$ cat config.mk
export PLATFORM = sky130hd
export DESIGN_NAME = ant_cell
export DESIGN_NICKNAME = d
export VERILOG_FILES = /design/src/rtl/ant_pkg.sv /design/src/rtl/ant_cell.sv
export SDC_FILE = /design/constraint.sdc
export NUM_CORES = 1
export LEC_CHECK = 0
export ABC_AREA = 1
export BUFFER_PORTS_ARGS = -buffer_cell sky130_fd_sc_hd__clkbuf_2
export CORE_AREA = 2 2 200 202
export CTS_CLUSTER_SIZE = 28
export DETAILED_ROUTE_END_ITERATION = 7
export DIE_AREA = 0 0 202 204
export HOLD_SLACK_MARGIN = 0.06
export PLACE_DENSITY_LB_ADDON = 0.1
export SYNTH_ARGS = -nofsm -noshare
export SYNTH_HDL_FRONTEND = slang
export SYNTH_SLANG_ARGS = --single-unit
export TNS_END_PERCENT = 50
$ cat constraint.sdc
create_clock -name aclk -period 14 [get_ports aclk]
set_input_delay 0 -clock aclk [delete_from_list [all_inputs] [get_ports aclk]]
set_output_delay 0 -clock aclk [all_outputs]
set_load 0.02 [all_outputs]
$ cat src/rtl/ant_pkg.sv
`default_nettype none

package ant_pkg;

    // opcodes of an input beat
    localparam logic [2:0] OP_ANNOUNCE = 3'd0;
    localparam logic [2:0] OP_ADD      = 3'd1;
    localparam logic [2:0] OP_PIN      = 3'd2;
    localparam logic [2:0] OP_UNPIN    = 3'd3;
    localparam logic [2:0] OP_LOOKUP   = 3'd4;
    localparam logic [2:0] OP_FLUSH    = 3'd5;

    // result status codes
    localparam logic [2:0] STS_DONE      = 3'd0;
    localparam logic [2:0] STS_INSERTED  = 3'd1;
    localparam logic [2:0] STS_OWN       = 3'd2;
    localparam logic [2:0] STS_DROPPED   = 3'd3;
    localparam logic [2:0] STS_NOT_FOUND = 3'd4;

    // configuration register indexes
    localparam logic [7:0] CFG_STALE_AGE = 8'd0;
    localparam logic [7:0] CFG_OWN_HIGH  = 8'd1;
    localparam logic [7:0] CFG_OWN_LOW   = 8'd2;
    localparam logic [7:0] CFG_OWN_EN    = 8'd3;

    localparam logic [31:0] STALE_AGE_RESET = 32'd3600000;

    typedef enum logic [2:0] {
        ST_IDLE,
        ST_FIND,
        ST_STALE,
        ST_OLDEST,
        ST_APPEND,
        ST_RESP
    } state_t;

    typedef struct packed {
        logic [63:0] key_high;
        logic [63:0] key_low;
        logic [31:0] seen;
        logic [7:0]  hops;
        logic        pinned;
    } entry_t;

    typedef struct packed {
        logic shift;
        logic wr_en;
    } cell_ctrl_t;

endpackage

`default_nettype wire

$ cat src/rtl/ant_cell.sv
`default_nettype none

module ant_cell #(
    parameter int DEPTH = 32,
    parameter int IDX   = 0
) (
    input  wire logic                         aclk,
    input  wire ant_pkg::cell_ctrl_t          ctrl,
    input  wire logic [$clog2(DEPTH+1)-1:0]   cnt,
    input  wire logic [$clog2(DEPTH)-1:0]     wr_idx,
    input  wire ant_pkg::entry_t              up,
    input  wire ant_pkg::entry_t              wr_data,
    output ant_pkg::entry_t                   q
);
    import ant_pkg::*;

    localparam int CW = $clog2(DEPTH + 1);
    localparam int IW = $clog2(DEPTH);
    localparam logic [IW-1:0] MY_IDX   = IW'(IDX);
    localparam logic [CW-1:0] NEXT_IDX = CW'(IDX + 1);

    entry_t q_reg;

    // write from the head unit wins, else take the neighbour while inside the table
    always_ff @(posedge aclk) begin
        if (ctrl.wr_en && wr_idx == MY_IDX) begin
            q_reg <= wr_data;
        end else if (ctrl.shift && NEXT_IDX < cnt) begin
            q_reg <= up;
        end
    end

    assign q = q_reg;

endmodule

`default_nettype wire

After elaboration in Yosys (flattened, before gate mapping)

Cells that the tools add are included.

Register bits after elaboration: 169
Latch bits: 0
Bits in writable memories: 0
Bits in read-only memories: 0
Input port bits: 352
Output and inout bits: 169
Memories kept: 0

Add/subtract/negate cells: 0
Multiply operators: 0
Div/mod/pow operators: 0
$lt $le $gt $ge: 1
Eq/ne operators: 0
Shifts and indexed selects: 0
Muxes and demuxes: 2
Bitwise operators: 0
Reduce and logical (&&, ||, !) cells: 4

Operators by type and width:

| cell               | number |
|---|---|
| $mux 169           | 2 |
| $lt 1x6->1 const A | 1 |
| $logic_not 5->1    | 1 |
| $logic_and 1x1->1  | 2 |
| $reduce_bool 2->1  | 1 |

Depth between registers and ports, before layout

Depth after elaboration: 4
Gate-level depth with buffers: 7
Depth with buffers taken out: 5

Worst setup path after synthesis

No wires, ideal clock.

Path kind: input -> register
Start point: input wr_idx[0]
End point: register q_reg, in the netlist q[0] (enable)
Library setup time: 0.537 ns
Arrival time: 4.156 ns
Slack: 9.307 ns
Cell stages on the path: 4
Cell sequence: nor2_2 nand3_2 clkbuf_1 nand2_1

Word-level cells in the longest chain between the ends: 3

Ends and longest elaborated chain:

| what                               | RTL line       | source |
|---|---|---|
| from (decl)                        | ant_cell.sv:10 | `input wire logic [$clog2(DEPTH)-1:0] wr_idx,` |
| $logic_not 5->1                    | ant_cell.sv:26 | `if (ctrl.wr_en && wr_idx == MY_IDX) begin` |
| $logic_and 1x1->1                  | ant_cell.sv:26 |  |
| $reduce_bool 2->1 (no source line) | n/a            |  |
| to (signal assigned)               | ant_cell.sv:27 | `q_reg <= wr_data;` |
| to (signal assigned)               | ant_cell.sv:29 | `q_reg <= up;` |
| to (decl)                          | ant_cell.sv:22 | `entry_t q_reg;` |

No other way between the ends.
A chain may end at the register's enable or synchronous reset.

Worst setup path after layout

Start point: input wr_idx[1]
End point: register q_reg, in the netlist q[81] (enable)

The elaborated chain is that of the path after synthesis.

==> impl_metrics.py <==
metrics = {
    "sta": {
        "fmax_mhz": 356,
        "setup_violations": 0,
        "fin_setup_tns_ns": 0,
        "min_period_ns": 2.81,
        "rsz0062_at_grt": "no",
        "fin_crit_sh_pct": 20.0,
        "slew-limit-headroom_pct": 33.1,
        "finalHoldViolCount": 0,
        "worst_slew_pin_slew_ns": 1.00,
        "maxSlewViolCount": 0,
    },
    "grt": {
        "grt_overflow": 0,
        "grtUsageTotal_pct": 16.8,
        "grt_pass1_wl_um": 52600,
        "grt_max_degree": 170,
        "grt_pass1_vias": 9069,
        "antenna_found_initial": 4,
    },
    "power": {
        "power.density_mw_per_mm2": 94.1,
        "leakage_nw": 6.94,
        "ir_worst_vdd_mv": 0.0773,
    },
    "critical_path": {
        "worstSetupEndpointType": "flip-flop",
        "startpoint_type": "input port",
        "required_ns": 14.06,
        "path_cells": "clkbuf_2, nor2_4, nand3_4, nand2_4, buf_4",
        "path_delay_family": "simple AND/OR/NAND/NOR gates",
        "cp_num_buf_inv": 2,
        "critPathKind": "input port to flip-flop",
        "path_max_fanout": 65,
        "cpPeakStageDelay_ns": 0.82,
        "critical_path.endpoint": "q[81]$_DFFE_PP_",
        "arrival_ns": 2.87,
        "cp.depth": 5,
        "crit_start": "wr_idx[1]",
        "slowest_stage": "buf_4",
    },
    "final_layout": {
        "regArea_mm2": 0.00507,
        "fin_nets": 1922,
        "areaGrowthSynthToFinish_pct": 89.1,
        "fill_cells": 4116,
        "multi_input_comb_area_mm2": 0.00241,
        "drive_gt1_share_pct": 35.1,
        "layout_commonest_cell": "clkbuf_2",
        "most-common-layout-cells": "519 x clkbuf_2, 339 x nand2_1, 338 x dlygate4sd3_1, 169 x nand4_1, 169 x edfxtp_1",
        "largest_reg_flops": 169,
        "fin_util_pct": 37.6,
    },
    "die": {
        "die_x_um": 202,
        "ioPinCount": 521,
        "rows": 73,
        "core_mm2": 0.0392,
        "die_y_um": 204,
        "start_util_pct": 19.9,
        "die-area_mm2": 0.0412,
    },
    "detailed_routing": {
        "drt_iter0_drc": 479,
        "routed_wl_um": 35700,
        "ant_nets": 0,
        "drt_pass1_iterations": 4,
        "dr_total_vias": 9009,
        "wl_per_cell_um": 16.9,
        "via_per_inst": 4.27,
        "drc": 0,
    },
    "job": {
        "max-cap-violations": 0,
    },
    "logic_synthesis": {
        "syn_avg_cell_area_um2": 10.3,
        "yosysWarnings": 0,
        "syn_inst": 758,
        "yosys_register_bits": 169,
        "synth_nets": 1110,
        "ys_seq_area_share_pct": 65.1,
        "syn_area_mm2": 0.00779,
        "synthDistinctLibCells": 12,
    },
    "worst_hold_path": {
        "hp-class": "input port to flip-flop",
        "hold_path_depth": 4,
    },
    "outcome": {
        "status": "finished clean",
    },
    "cts": {
        "cts.sinks": 169,
        "cts_buffers": 17,
        "cts_root_buf": "clkbuf_16",
        "cts_tree": "yes",
        "cts.reportedPaths.clkPinSlew_ns": 0.07,
        "cts_htree_levels": 4,
        "clk_path_buf_depth": 2,
    },
    "place": {
        "gp_congestion": 0.791,
        "dp_hpwl_um": 23300,
        "port_buffers": 519,
    },
}
[cells in the mapped netlist]
cell / number / area (µm²)
nor2_1: 2 / 7.51
clkbuf_1: 21 / 78.8
buf_1: 2 / 7.51
inv_1: 1 / 3.75
nor2_2: 2 / 12.5
nand3b_1: 1 / 7.51
buf_2: 49 / 245
nand3_2: 1 / 10.0
nand2_1: 340 / 1280
nor2_4: 1 / 11.3
edfxtp_1: 169 / 5070
nand4_1: 169 / 1060
[area by class of cell]
class,instances,area share (%)
repair buffers,865,41.2
clock buffers,24,3.06
diodes,2,0.0340
clock inverters,8,0.492
inverters,1,0.0255
flip-flops and latches,169,34.4
multi-input cells,516,16.3
well taps,525,4.46
[cell families after synthesis]
kind of cell           after synthesis  share of synthesized area [%]
buffers and inverters               73                           4.30
flip-flops                         169                           65.1
AND/OR/NAND/NOR                    516                           30.6
[per-stage QoR]
step / hold WS [ns] / worst slack [ns] / instances / area (µm²) / power, W
6_report: 0.397 / 11.19 / 2110 / 14700 / 0.00139
5_1_grt: 0.391 / 10.98 / 2108 / 14700 / 0.00145
4_1_cts: 0.366 / 11.13 / 2108 / 14700 / 0.00141
3_5_place_dp: 0.276 / 10.65 / 1738 / 10800 / 0.000870
3_3_place_gp: 0.273 / 10.63 / 1738 / 10800 / 0.000869
2_1_floorplan: 0.186 / 9.31 / 758 / 7790 / 0.000753
[repair_timing]
item                       in CTS  in global routing
buffers inserted                0                  0
gates resized for setup         0                  0
setup endpoints to repair       0                  0
hold endpoints to repair      169                  0
hold buffers                  338                  0
[worst min path at each step]
stage                 startpoint               end  slack [ns]
floorplan                  up[0]    q[0]$_DFFE_PP_        0.19
global placement         up[152]  q[152]$_DFFE_PP_        0.27
detailed placement       up[156]  q[156]$_DFFE_PP_        0.28
CTS                 wr_data[144]  q[144]$_DFFE_PP_        0.37
global route        wr_data[141]  q[141]$_DFFE_PP_        0.39
finish              wr_data[146]  q[146]$_DFFE_PP_        0.40
[report_power, final]
part	leakage, nW	internal, W	total (W)	switching (W)
Combinational	5.04	0.000144	0.000312	0.000169
Sequential	1.65	0.000610	0.000623	0.0000122
Clock	0.252	0.000244	0.000451	0.000207
[metal layers]
layer	up-vias	GRT usage [%]	share of wire, %
li1	4368	-	-
met1	4217	19.4	41
met2	379	28.9	48
met3	41	5.44	8.0
met4	4	6.28	2.2
met5	-	0	0.090
Power figures use the tool's default switching activity.
